**src/sv/arpc_pkg.sv**
```systemverilog
// Package for the ARP cache table: table size, entry layout, request codes
// and small helpers shared by the cache modules.
// Depends on nothing; every other file of the block but arpc_ram uses it.
package arpc_pkg;

    // Number of cache entries (2 to 256).
    localparam int ENTRIES = 16;
    localparam int IDX_W   = $clog2(ENTRIES);
    localparam int CNT_W   = $clog2(ENTRIES + 1);

    localparam int IP_W    = 32;
    localparam int MAC_W   = 48;
    localparam int TIME_W  = 32;
    localparam int LIFE_W  = 16;
    localparam int OIDX_W  = 4;

    localparam logic [LIFE_W-1:0] LIFETIME_RST = LIFE_W'(1200);

    // Request codes; the unused code behaves as a lookup.
    localparam logic [1:0] REQ_LOOKUP = 2'd0;
    localparam logic [1:0] REQ_UPDATE = 2'd1;
    localparam logic [1:0] REQ_ADD    = 2'd2;

    typedef logic [IDX_W-1:0] t_idx;

    // One stored entry; the status bit lives in flip-flops outside the RAM.
    typedef struct packed {
        logic [IP_W-1:0]   ip;
        logic [MAC_W-1:0]  mac;
        logic [TIME_W-1:0] stamp;
    } t_entry;

    localparam int ENTRY_W = $bits(t_entry);

    // Result of checking one entry against the current request.
    typedef struct packed {
        logic expired;
        logic match;
    } t_cmp_res;

    // Reported entry index is the slot index modulo 16.
    function automatic logic [OIDX_W-1:0] to_out_idx(input t_idx idx);
        logic [IDX_W+OIDX_W-1:0] ext;
        ext = {{OIDX_W{1'b0}}, idx};
        return ext[OIDX_W-1:0];
    endfunction

endpackage

```
**src/sv/arpc_if.sv**
```systemverilog
// Valid/ready channel interfaces for the ARP cache table: the request
// channel and the response channel. Depends on arpc_pkg for field widths.
interface arpc_req_if;
    logic                          valid;
    logic                          ready;
    logic [1:0]                    req_type;
    logic [arpc_pkg::IP_W-1:0]     ip_addr;
    logic [arpc_pkg::MAC_W-1:0]    mac_addr;
    logic                          entry_status;
    logic [arpc_pkg::TIME_W-1:0]   now_time;

    modport source (output valid, req_type, ip_addr, mac_addr, entry_status, now_time,
                    input ready);
    modport sink   (input valid, req_type, ip_addr, mac_addr, entry_status, now_time,
                    output ready);
endinterface

interface arpc_rsp_if;
    logic                          valid;
    logic                          ready;
    logic                          hit;
    logic                          written;
    logic [arpc_pkg::OIDX_W-1:0]   entry_index;
    logic [arpc_pkg::MAC_W-1:0]    mac_out;

    modport source (output valid, hit, written, entry_index, mac_out, input ready);
    modport sink   (input valid, hit, written, entry_index, mac_out, output ready);
endinterface

```
**src/sv/arp_cache_table_top.sv**
```systemverilog
// Top level of the ARP cache table with entry aging.
// Depends on arpc_pkg, arpc_if, arpc_ram and arpc_age_cmp.
//
// Usage: a request beat on i_req carries the request type, the IPv4 key, a
// MAC address, a status and the current time. The block scans the table one
// entry per cycle through a single check unit, emptying entries whose age is
// beyond the lifetime, and stops at the first live established match. A
// lookup reports the match; an update also rewrites it; an add rewrites a
// match or else fills the first empty entry. Each request yields exactly one
// response beat on o_rsp.
// Timing: the table sits in a RAM with a registered read, so a scan reads
// one entry ahead of the check, and the response register is loaded from
// the S_FIN state; a scan stops at an early match. Any write to the table
// happens in the same cycle as the last check. i_req.ready is high only
// while the sequencer is idle; one request is in work at a time.
// Stalls: the response sits in an output register, so a new request can be
// accepted and scanned while the previous response waits; a finished scan
// then holds until the output register is free.
// Reset (synchronous, active low) marks every entry empty and sets the
// lifetime to 1200 seconds; no clearing pass is needed. The user must write
// the lifetime via i_cfg_we/i_cfg_wdata only while idle (not enforced).
module arp_cache_table_top (
    input  logic                        i_clk,
    input  logic                        i_rst_n,
    arpc_req_if.sink                    i_req,
    arpc_rsp_if.source                  o_rsp,
    input  logic                        i_cfg_we,
    input  logic [arpc_pkg::LIFE_W-1:0] i_cfg_wdata
);

    // Sequencer states.
    localparam logic [1:0] S_IDLE = 2'd0;
    localparam logic [1:0] S_SCAN = 2'd1;
    localparam logic [1:0] S_FIN  = 2'd2;

    logic [1:0] r_state;

    // Configuration.
    logic [arpc_pkg::LIFE_W-1:0] r_lifetime;

    // Captured request.
    logic [1:0]                  r_req_type;
    logic [arpc_pkg::IP_W-1:0]   r_ip;
    logic [arpc_pkg::MAC_W-1:0]  r_mac;
    logic                        r_status;
    logic [arpc_pkg::TIME_W-1:0] r_now;

    // Scan bookkeeping: read counter runs one entry ahead of the check.
    logic [arpc_pkg::CNT_W-1:0]  r_rd_cnt;
    logic                        r_chk_vld;
    arpc_pkg::t_idx              r_chk_idx;
    logic                        r_free_vld;
    arpc_pkg::t_idx              r_free_idx;

    // Per-entry status bits; cleared by reset, so the RAM needs no clearing.
    logic [arpc_pkg::ENTRIES-1:0] r_valid;
    logic [arpc_pkg::ENTRIES-1:0] n_valid;

    // Result being built.
    logic                        r_res_hit;
    logic                        r_res_wr;
    arpc_pkg::t_idx              r_res_idx;
    logic [arpc_pkg::MAC_W-1:0]  r_res_mac;

    // Output register.
    logic                          r_rsp_vld;
    logic                          n_rsp_vld;
    logic                          r_out_hit;
    logic                          r_out_wr;
    logic [arpc_pkg::OIDX_W-1:0]   r_out_idx;
    logic [arpc_pkg::MAC_W-1:0]    r_out_mac;

    logic [arpc_pkg::ENTRY_W-1:0] ram_rdata;
    arpc_pkg::t_entry             entry;
    arpc_pkg::t_entry             wr_entry;
    arpc_pkg::t_idx               ram_raddr;
    arpc_pkg::t_idx               ram_waddr;
    logic                         ram_we;
    arpc_pkg::t_cmp_res           cmp;

    logic           scan_live;
    logic           is_last;
    logic           slot_free;
    logic           free_now;
    arpc_pkg::t_idx free_idx;
    logic           is_wr_req;
    logic           hit_now;
    logic           miss_end;
    logic           add_fill;
    logic           new_status;

    // The read address stays inside the table even when the counter has run
    // past the last entry.
    assign ram_raddr = (r_rd_cnt < arpc_pkg::CNT_W'(arpc_pkg::ENTRIES))
                       ? r_rd_cnt[arpc_pkg::IDX_W-1:0] : '0;

    assign entry = arpc_pkg::t_entry'(ram_rdata);

    arpc_ram #(
        .WIDTH (arpc_pkg::ENTRY_W),
        .DEPTH (arpc_pkg::ENTRIES)
    ) u_ram (
        .i_clk   (i_clk),
        .i_we    (ram_we),
        .i_waddr (ram_waddr),
        .i_wdata (wr_entry),
        .i_raddr (ram_raddr),
        .o_rdata (ram_rdata)
    );

    arpc_age_cmp u_cmp (
        .i_now_time    (r_now),
        .i_lifetime    (r_lifetime),
        .i_key_ip      (r_ip),
        .i_entry       (entry),
        .i_entry_valid (r_valid[r_chk_idx]),
        .o_res         (cmp)
    );

    always_comb begin
        scan_live  = (r_state == S_SCAN) && r_chk_vld;
        is_last    = r_chk_idx == arpc_pkg::IDX_W'(arpc_pkg::ENTRIES - 1);
        slot_free  = !r_valid[r_chk_idx] || cmp.expired;
        free_now   = r_free_vld || slot_free;
        free_idx   = r_free_vld ? r_free_idx : r_chk_idx;
        is_wr_req  = (r_req_type == arpc_pkg::REQ_UPDATE) ||
                     (r_req_type == arpc_pkg::REQ_ADD);
        hit_now    = scan_live && cmp.match;
        miss_end   = scan_live && !cmp.match && is_last;
        add_fill   = miss_end && (r_req_type == arpc_pkg::REQ_ADD) && free_now;
        ram_we     = (hit_now && is_wr_req) || add_fill;
        ram_waddr  = hit_now ? r_chk_idx : free_idx;
        new_status = (r_req_type == arpc_pkg::REQ_ADD) ? r_status : 1'b1;
        wr_entry.ip    = r_ip;
        wr_entry.mac   = r_mac;
        wr_entry.stamp = r_now;
        // A write follows the aging clear, so it takes effect.
        n_valid = r_valid;
        if (scan_live && cmp.expired) begin
            n_valid[r_chk_idx] = 1'b0;
        end
        if (ram_we) begin
            n_valid[ram_waddr] = new_status;
        end
        n_rsp_vld = r_rsp_vld;
        if (r_rsp_vld && o_rsp.ready) begin
            n_rsp_vld = 1'b0;
        end
        if ((r_state == S_FIN) && (!r_rsp_vld || o_rsp.ready)) begin
            n_rsp_vld = 1'b1;
        end
    end

    always_ff @(posedge i_clk) begin
        if (!i_rst_n) begin
            r_state    <= S_IDLE;
            r_lifetime <= arpc_pkg::LIFETIME_RST;
            r_valid    <= '0;
            r_rsp_vld  <= 1'b0;
            r_rd_cnt   <= '0;
            r_chk_vld  <= 1'b0;
            r_free_vld <= 1'b0;
        end else begin
            if (i_cfg_we) begin
                r_lifetime <= i_cfg_wdata;
            end
            r_rsp_vld <= n_rsp_vld;
            r_valid   <= n_valid;
            unique case (r_state)
                S_IDLE: begin
                    if (i_req.valid) begin
                        r_req_type <= i_req.req_type;
                        r_ip       <= i_req.ip_addr;
                        r_mac      <= i_req.mac_addr;
                        r_status   <= i_req.entry_status;
                        r_now      <= i_req.now_time;
                        r_rd_cnt   <= '0;
                        r_chk_vld  <= 1'b0;
                        r_free_vld <= 1'b0;
                        r_res_hit  <= 1'b0;
                        r_res_wr   <= 1'b0;
                        r_res_idx  <= '0;
                        r_res_mac  <= '0;
                        r_state    <= S_SCAN;
                    end
                end
                S_SCAN: begin
                    if (r_rd_cnt < arpc_pkg::CNT_W'(arpc_pkg::ENTRIES)) begin
                        r_rd_cnt <= r_rd_cnt + 1'b1;
                    end
                    r_chk_vld <= 1'b1;
                    r_chk_idx <= r_rd_cnt[arpc_pkg::IDX_W-1:0];
                    if (scan_live) begin
                        if (!r_free_vld && slot_free) begin
                            r_free_vld <= 1'b1;
                            r_free_idx <= r_chk_idx;
                        end
                    end
                    if (hit_now) begin
                        r_res_hit <= 1'b1;
                        r_res_wr  <= is_wr_req;
                        r_res_idx <= r_chk_idx;
                        r_res_mac <= is_wr_req ? r_mac : entry.mac;
                    end
                    if (add_fill) begin
                        r_res_wr  <= 1'b1;
                        r_res_idx <= free_idx;
                        r_res_mac <= r_mac;
                    end
                    if (hit_now || miss_end) begin
                        r_state <= S_FIN;
                    end
                end
                S_FIN: begin
                    if (!r_rsp_vld || o_rsp.ready) begin
                        r_out_hit <= r_res_hit;
                        r_out_wr  <= r_res_wr;
                        r_out_idx <= arpc_pkg::to_out_idx(r_res_idx);
                        r_out_mac <= r_res_mac;
                        r_state   <= S_IDLE;
                    end
                end
                default: begin
                    r_state <= S_IDLE;
                end
            endcase
        end
    end

    assign i_req.ready       = (r_state == S_IDLE);
    assign o_rsp.valid       = r_rsp_vld;
    assign o_rsp.hit         = r_out_hit;
    assign o_rsp.written     = r_out_wr;
    assign o_rsp.entry_index = r_out_idx;
    assign o_rsp.mac_out     = r_out_mac;

`ifndef SYNTHESIS
    // A table write always closes the scan.
    a_write_ends_scan: assert property (@(posedge i_clk) disable iff (!i_rst_n)
        ram_we |=> (r_state == S_FIN))
        else $error("table write did not end the scan");

    // The entry under check was read before the read counter moved past it.
    a_check_behind_read: assert property (@(posedge i_clk) disable iff (!i_rst_n)
        ((r_state == S_SCAN) && r_chk_vld) |->
            (arpc_pkg::CNT_W'(r_chk_idx) < r_rd_cnt))
        else $error("checked entry is ahead of the read counter");

    // A response with neither hit nor write reports index and MAC as zero.
    a_empty_response: assert property (@(posedge i_clk) disable iff (!i_rst_n)
        (o_rsp.valid && !o_rsp.hit && !o_rsp.written) |->
            ((o_rsp.entry_index == '0) && (o_rsp.mac_out == '0)))
        else $error("response without hit or write carries data");

    // With a free output register the finished scan is delivered at once.
    a_finish_loads: assert property (@(posedge i_clk) disable iff (!i_rst_n)
        ((r_state == S_FIN) && !r_rsp_vld) |=> (r_rsp_vld && (r_state == S_IDLE)))
        else $error("finished scan was not moved to the output register");
`endif

endmodule

```
**src/sv/arpc_ram.sv**
```systemverilog
// Generic simple dual-port RAM: one write port, one read port with a
// registered read. Stands alone; no package needed.
module arpc_ram #(
    parameter int WIDTH = 8,
    parameter int DEPTH = 16
) (
    input  logic                     i_clk,
    input  logic                     i_we,
    input  logic [$clog2(DEPTH)-1:0] i_waddr,
    input  logic [WIDTH-1:0]         i_wdata,
    input  logic [$clog2(DEPTH)-1:0] i_raddr,
    output logic [WIDTH-1:0]         o_rdata
);

    logic [WIDTH-1:0] r_mem [DEPTH];
    logic [WIDTH-1:0] r_rdata;

    always_ff @(posedge i_clk) begin
        if (i_we) begin
            r_mem[i_waddr] <= i_wdata;
        end
        r_rdata <= r_mem[i_raddr];
    end

    assign o_rdata = r_rdata;

endmodule

```
**src/sv/arpc_age_cmp.sv**
```systemverilog
// Entry check unit of the ARP cache: ages one entry against the request time
// and compares its address with the key. Depends on arpc_pkg.
module arpc_age_cmp (
    input  logic [arpc_pkg::TIME_W-1:0] i_now_time,
    input  logic [arpc_pkg::LIFE_W-1:0] i_lifetime,
    input  logic [arpc_pkg::IP_W-1:0]   i_key_ip,
    input  arpc_pkg::t_entry            i_entry,
    input  logic                        i_entry_valid,
    output arpc_pkg::t_cmp_res          o_res
);

    logic [arpc_pkg::TIME_W-1:0] elapsed;

    // Elapsed time wraps with the clock, so an unsigned difference is right.
    assign elapsed = i_now_time - i_entry.stamp;

    always_comb begin
        o_res.expired = elapsed > arpc_pkg::TIME_W'(i_lifetime);
        o_res.match   = !o_res.expired && i_entry_valid && (i_entry.ip == i_key_ip);
    end

endmodule
```
**src/flat_wrapper.sv**
```systemverilog
// flat-port wrapper written by rule: the top's interface ports become plain ports
module arp_cache_table_top_flat 
  (i_clk, i_rst_n, i_cfg_we, i_cfg_wdata, i_req_valid, i_req_req_type, i_req_ip_addr, i_req_mac_addr, i_req_entry_status, i_req_now_time, i_req_ready, o_rsp_valid, o_rsp_hit, o_rsp_written, o_rsp_entry_index, o_rsp_mac_out, o_rsp_ready);
  arpc_req_if i_req_i ();
  arpc_rsp_if o_rsp_i ();
  input  logic i_clk;
  input  logic i_rst_n;
  input  logic i_cfg_we;
  input  logic [arpc_pkg::LIFE_W-1:0] i_cfg_wdata;
  input wire logic [$bits(i_req_i.valid)-1:0] i_req_valid;
  input wire logic [$bits(i_req_i.req_type)-1:0] i_req_req_type;
  input wire logic [$bits(i_req_i.ip_addr)-1:0] i_req_ip_addr;
  input wire logic [$bits(i_req_i.mac_addr)-1:0] i_req_mac_addr;
  input wire logic [$bits(i_req_i.entry_status)-1:0] i_req_entry_status;
  input wire logic [$bits(i_req_i.now_time)-1:0] i_req_now_time;
  output wire logic [$bits(i_req_i.ready)-1:0] i_req_ready;
  output wire logic [$bits(o_rsp_i.valid)-1:0] o_rsp_valid;
  output wire logic [$bits(o_rsp_i.hit)-1:0] o_rsp_hit;
  output wire logic [$bits(o_rsp_i.written)-1:0] o_rsp_written;
  output wire logic [$bits(o_rsp_i.entry_index)-1:0] o_rsp_entry_index;
  output wire logic [$bits(o_rsp_i.mac_out)-1:0] o_rsp_mac_out;
  input wire logic [$bits(o_rsp_i.ready)-1:0] o_rsp_ready;
  assign i_req_i.valid = i_req_valid;
  assign i_req_i.req_type = i_req_req_type;
  assign i_req_i.ip_addr = i_req_ip_addr;
  assign i_req_i.mac_addr = i_req_mac_addr;
  assign i_req_i.entry_status = i_req_entry_status;
  assign i_req_i.now_time = i_req_now_time;
  assign i_req_ready = i_req_i.ready;
  assign o_rsp_valid = o_rsp_i.valid;
  assign o_rsp_hit = o_rsp_i.hit;
  assign o_rsp_written = o_rsp_i.written;
  assign o_rsp_entry_index = o_rsp_i.entry_index;
  assign o_rsp_mac_out = o_rsp_i.mac_out;
  assign o_rsp_i.ready = o_rsp_ready;
  arp_cache_table_top u_core (.i_clk(i_clk), .i_rst_n(i_rst_n), .i_req(i_req_i), .o_rsp(o_rsp_i), .i_cfg_we(i_cfg_we), .i_cfg_wdata(i_cfg_wdata));
endmodule
```
**config.mk**
```make
export PLATFORM = sky130hd
export DESIGN_NAME = arp_cache_table_top_flat
export DESIGN_NICKNAME = d
export VERILOG_FILES = /design/src/sv/arpc_pkg.sv /design/src/sv/arpc_if.sv /design/src/sv/arp_cache_table_top.sv /design/src/sv/arpc_ram.sv /design/src/sv/arpc_age_cmp.sv /design/src/flat_wrapper.sv
export SDC_FILE = /design/constraint.sdc
export NUM_CORES = 2
export LEC_CHECK = 0
export BUFFER_PORTS_ARGS = -buffer_cell sky130_fd_sc_hd__buf_2
export CAP_MARGIN = 20
export CORE_MARGIN = 10
export CORE_UTILIZATION = 50
export DETAILED_ROUTE_END_ITERATION = 8
export PLACE_DENSITY = 0.63
export SYNTH_ARGS = -nofsm -noshare
export SYNTH_HDL_FRONTEND = slang
export SYNTH_SLANG_ARGS = --single-unit
```
**constraint.sdc**
```tcl
create_clock -name i_clk -period 21 [get_ports i_clk]
set_input_delay 4.2 -clock i_clk [delete_from_list [all_inputs] [get_ports i_clk]]
set_output_delay 4.2 -clock i_clk [all_outputs]
set_load 0.03 [all_outputs]
```
==> results.json <==
{
  "fp.dieW_um": 432,
  "synth_area_um2": 85000,
  "yosysWarnings": 0,
  "synth_largest_area_cell": "edfxtp_1",
  "synth_flop_cell": "edfxtp_1",
  "initial_utilization_pct": 50.2,
  "p_switching_uw": 1920,
  "drcViolationCount": 0,
  "grt_pass1_wl_um": 326000,
  "layout_common_cells": "edfxtp_1, a21oi_1, mux2_2, o21ai_0, nand2_1",
  "clockRootBuffer": "clkbuf_16",
  "rows": 151,
  "synth_cells": 5217,
  "async_reset_ff_share_pct": 0,
  "p_leak_uw": 0.0322,
  "dp.cells": 7376,
  "cts_buffer_depth": 3,
  "drive_gt1_share_pct": 19.7,
  "slowest_stage": "buf_4",
  "worst_r2r_endpoint": "u_core.u_ram.r_mem[0][109]$_DFFE_PP_",
  "hold_class": "flip-flop to flip-flop",
  "whs_ns": 0.389,
  "portBuffers": 191,
  "powerDensity_nw_per_um2": 94.3,
  "die_area_um2": 187000,
  "holdPathStages": 0,
  "synth_edf_count": 2023,
  "max_freq_mhz": 114,
  "ff2ff_path_depth": 23,
  "antenna_found_initial": 7,
  "wirelength_um": 222000,
  "fp.dieH_um": 432,
  "cts_resized": 0,
  "slew_violations": 0,
  "finalCritPeriodShare_pct": 41.6,
  "synth_fp_nets": 5403,
  "p_comb_share_pct": 3.8,
  "cts_inserted_buffers": 215,
  "r2r_start": "u_core.r_now[0]$_DFFE_PP_",
  "finalNetCount": 5563,
  "synth_area_per_cell_um2": 16.3,
  "grt_pass1_vias": 47900,
  "fin_cells": 7786,
  "status": "completed",
  "cp.arrival_ns": 9.18,
  "maxCapViolCount": 0,
  "pwr-share-seq_pct": 53.3,
  "ios": 192,
  "cts.clk_slew.worst_paths_ns": 0.06,
  "grt_use_total_pct": 23.3,
  "rsz0062_at_grt": "no",
  "place_hpwl_um": 115000,
  "setup_viol": 0,
  "syn2layout_area_growth_pct": 12.4,
  "clockPowerShare_pct": 43.0,
  "yosysSeqAreaShare_pct": 75.1,
  "drtIter0Drc": 5252,
  "critPathTopFamily": "simple AND/OR/NAND/NOR gates",
  "slowest_delay_ns": 0.93,
  "hp-start": "u_core.r_res_mac[33]$_SDFFCE_PN0P_",
  "routedWlPerCell_um": 28.5,
  "grt_overflow": 0,
  "critical_path.endpoint_type": "flip-flop",
  "slew_headroom_pct": 23.7,
  "hold_buffers": 0,
  "tightest_slew_ns": 1.14,
  "via_count": 47400,
  "worstSkewPairLatency_ns": 0.87,
  "coreArea_um2": 169000,
  "viasPerCell": 6.09,
  "cts_setup_buffers": 0,
  "netlist_top_cells_area": "edfxtp_1, mux2_2, dfxtp_1",
  "finalHoldViolCount": 0,
  "fill_cells": 13100,
  "ys_ff_latch": 2177,
  "hold_end": "u_core.o_rsp.mac_out[33]$_DFFE_PP_",
  "gp_congestion": 0.840,
  "antenna_left": 0,
  "period_needed_ns": 8.74,
  "path_cells": "inv_1 -> ha_1 -> fa_1 -> nand2b_1 -> a21oi_1 -> o21a_1 -> o21ai_0 -> nor2b_1 -> xnor2_1 -> ha_1 -> and4_1 -> nand3_1 -> nor4_1 -> a21oi_1 -> nor4_1 -> nand4_1 -> or4_1 -> nand2_8 -> nand2_1 -> o21ai_0 -> and3_4 -> buf_4 -> buf_4",
  "grt_max_degree": 150,
  "internal_power_uw": 7090,
  "layout_commonest_cell": "edfxtp_1",
  "dr.pass1.iters": 5,
  "irDropWorstVdd_uv": 93.1,
  "r2r_setup_slack_ns": 12.26,
  "cts-htree-levels": 4,
  "tns_ns": 0,
  "path_buf_inv": 3,
  "cp.required_ns": 21.44,
  "clock-sinks": 2177,
  "crit_path_start_kind": "flip-flop",
  "netlist-cell-type-count": 88,
  "swShare_pct": 21.3,
  "crit_type": "flip-flop to flip-flop",
  "synth_top_area_share_pct": 71.5,
  "worstPathMaxFanout": 47,
  "cts_tree": "built",
  "finClkSkew_ns": 0.0640
}
[synthesized netlist by cell type (10+ instances only)]
library cell and n:
edfxtp_1 2023, a21oi_1 540, mux2_2 450, o21ai_0 361, nand2_1 268, mux2i_1 259, clkbuf_1 255, dfxtp_1 154
a221oi_1 116, a22oi_1 112, a32o_1 112, buf_1 56, inv_1 55, ha_1 49, nor2_1 48, xor2_1 40
nor2b_1 23, o211ai_1 20, nand3_1 19, nand2b_1 18, a21o_1 17, and3_1 16, nor3_1 16, nor4_1 16
nand4_1 15, xnor2_1 14, o21a_1 11, o2111ai_1 10
[worst register-to-register path, cell delays in order, from the launching register on]
cell,delay [ns]
edfxtp_1,0.72
inv_1,0.16
ha_1,0.26
fa_1,0.41
nand2b_1,0.21
a21oi_1,0.27
o21a_1,0.26
o21ai_0,0.09
nor2b_1,0.16
xnor2_1,0.16
ha_1,0.32
and4_1,0.21
nand3_1,0.15
nor4_1,0.40
a21oi_1,0.16
nor4_1,0.33
nand4_1,0.20
or4_1,0.74
nand2_8,0.27
nand2_1,0.16
o21ai_0,0.23
and3_4,0.73
buf_4,0.94
buf_4,0.78
[worst max path at each step]
stage	start	endpoint	slack, ns	cells after the start
2_1_floorplan	u_core.r_now[0]$_DFFE_PP_	u_core.u_ram.r_mem[2][0]$_DFFE_PP_	11.12	22
3_3_place_gp	u_core.r_now[0]$_DFFE_PP_	u_core.u_ram.r_mem[1][23]$_DFFE_PP_	12.48	22
3_5_place_dp	u_core.r_now[0]$_DFFE_PP_	u_core.u_ram.r_mem[1][6]$_DFFE_PP_	12.39	22
4_1_cts	u_core.r_now[0]$_DFFE_PP_	u_core.u_ram.r_mem[1][2]$_DFFE_PP_	12.33	22
5_1_grt	u_core.r_now[6]$_DFFE_PP_	u_core.u_ram.r_mem[0][109]$_DFFE_PP_	11.89	20
6_report	u_core.r_now[0]$_DFFE_PP_	u_core.u_ram.r_mem[0][109]$_DFFE_PP_	12.26	23
[logic make-up (layout without fill, tap and decap cells)]
family / after synthesis / count (layout) / share of synthesized area, %
buffers and inverters: 385 / 733 / 1.83
multiplexers: 716 / 716 / 9.18
AND/OR/NAND/NOR: 473 / 473 / 2.57
flip-flops: 2177 / 2177 / 75.1
AO/OA/AOI/OAI: 1362 / 1362 / 10.0
adder cells (fa/ha/maj): 50 / 50 / 0.745
XOR/XNOR: 54 / 54 / 0.556
other: 0 / 3 / 0
[metrics by stage]
stage	util, %	setup WS (ns)	power, uW	instance area [um^2]
6_report	56.4	12.26	9010	95500
5_1_grt	56.4	11.89	9270	95500
4_1_cts	56.4	12.33	9070	95500
3_5_place_dp	52.2	12.39	5230	88300
3_3_place_gp	52.1	12.48	5230	88300
2_1_floorplan	-	11.12	5100	85000
[sequential cells by signal (all words and copies together) (netlist names), 4 cells and up]
register,flops
u_core.o_rsp.entry_index,4
u_core.o_rsp.mac_out,48
u_core.r_chk_idx,4
u_core.r_free_idx,4
u_core.r_ip,32
u_core.r_lifetime,16
u_core.r_mac,48
u_core.r_now,32
u_core.r_rd_cnt,5
u_core.r_res_idx,4
u_core.r_res_mac,48
u_core.r_valid,16
u_core.u_ram.o_rdata,112
u_core.u_ram.r_mem,1792
[power groups by stage]
| stage | combinational, uW | sequential (uW) | clock (uW) |
|---|---|---|---|
| global route | 365 | 4800 | 4110 |
| CTS | 339 | 4800 | 3930 |
| detailed placement | 337 | 4890 | 0 |
| floorplan | 231 | 4870 | 0 |
| finish | 338 | 4800 | 3870 |
| global placement | 337 | 4890 | 0 |
[routing by layer]
metal | share of wire, % | track usage [%] | wire (um) | vias to the layer above
li1 | - | - | - | 20900
met1 | 42 | 32.5 | 93900 | 24300
met2 | 48 | 38.0 | 107000 | 1876
met3 | 7.0 | 3.82 | 15600 | 305
met4 | 2.4 | 6.40 | 5350 | 4
met5 | 0.010 | 0 | 23 | -
[final cells by class]
| type | instances | area, um^2 | area share, % |
|---|---|---|---|
| inverter | 55 | 206 | 0.216 |
| sequential | 2177 | 63800 | 66.8 |
| antenna | 3 | 7.51 | 0.00786 |
| clock inverter | 118 | 1370 | 1.43 |
| clock buffer | 287 | 5840 | 6.12 |
| tap | 2218 | 2780 | 2.90 |
| timing repair buffer | 273 | 1720 | 1.80 |
| multi-input combinational | 2655 | 19800 | 20.7 |
(Power assumes the default switching activity.)
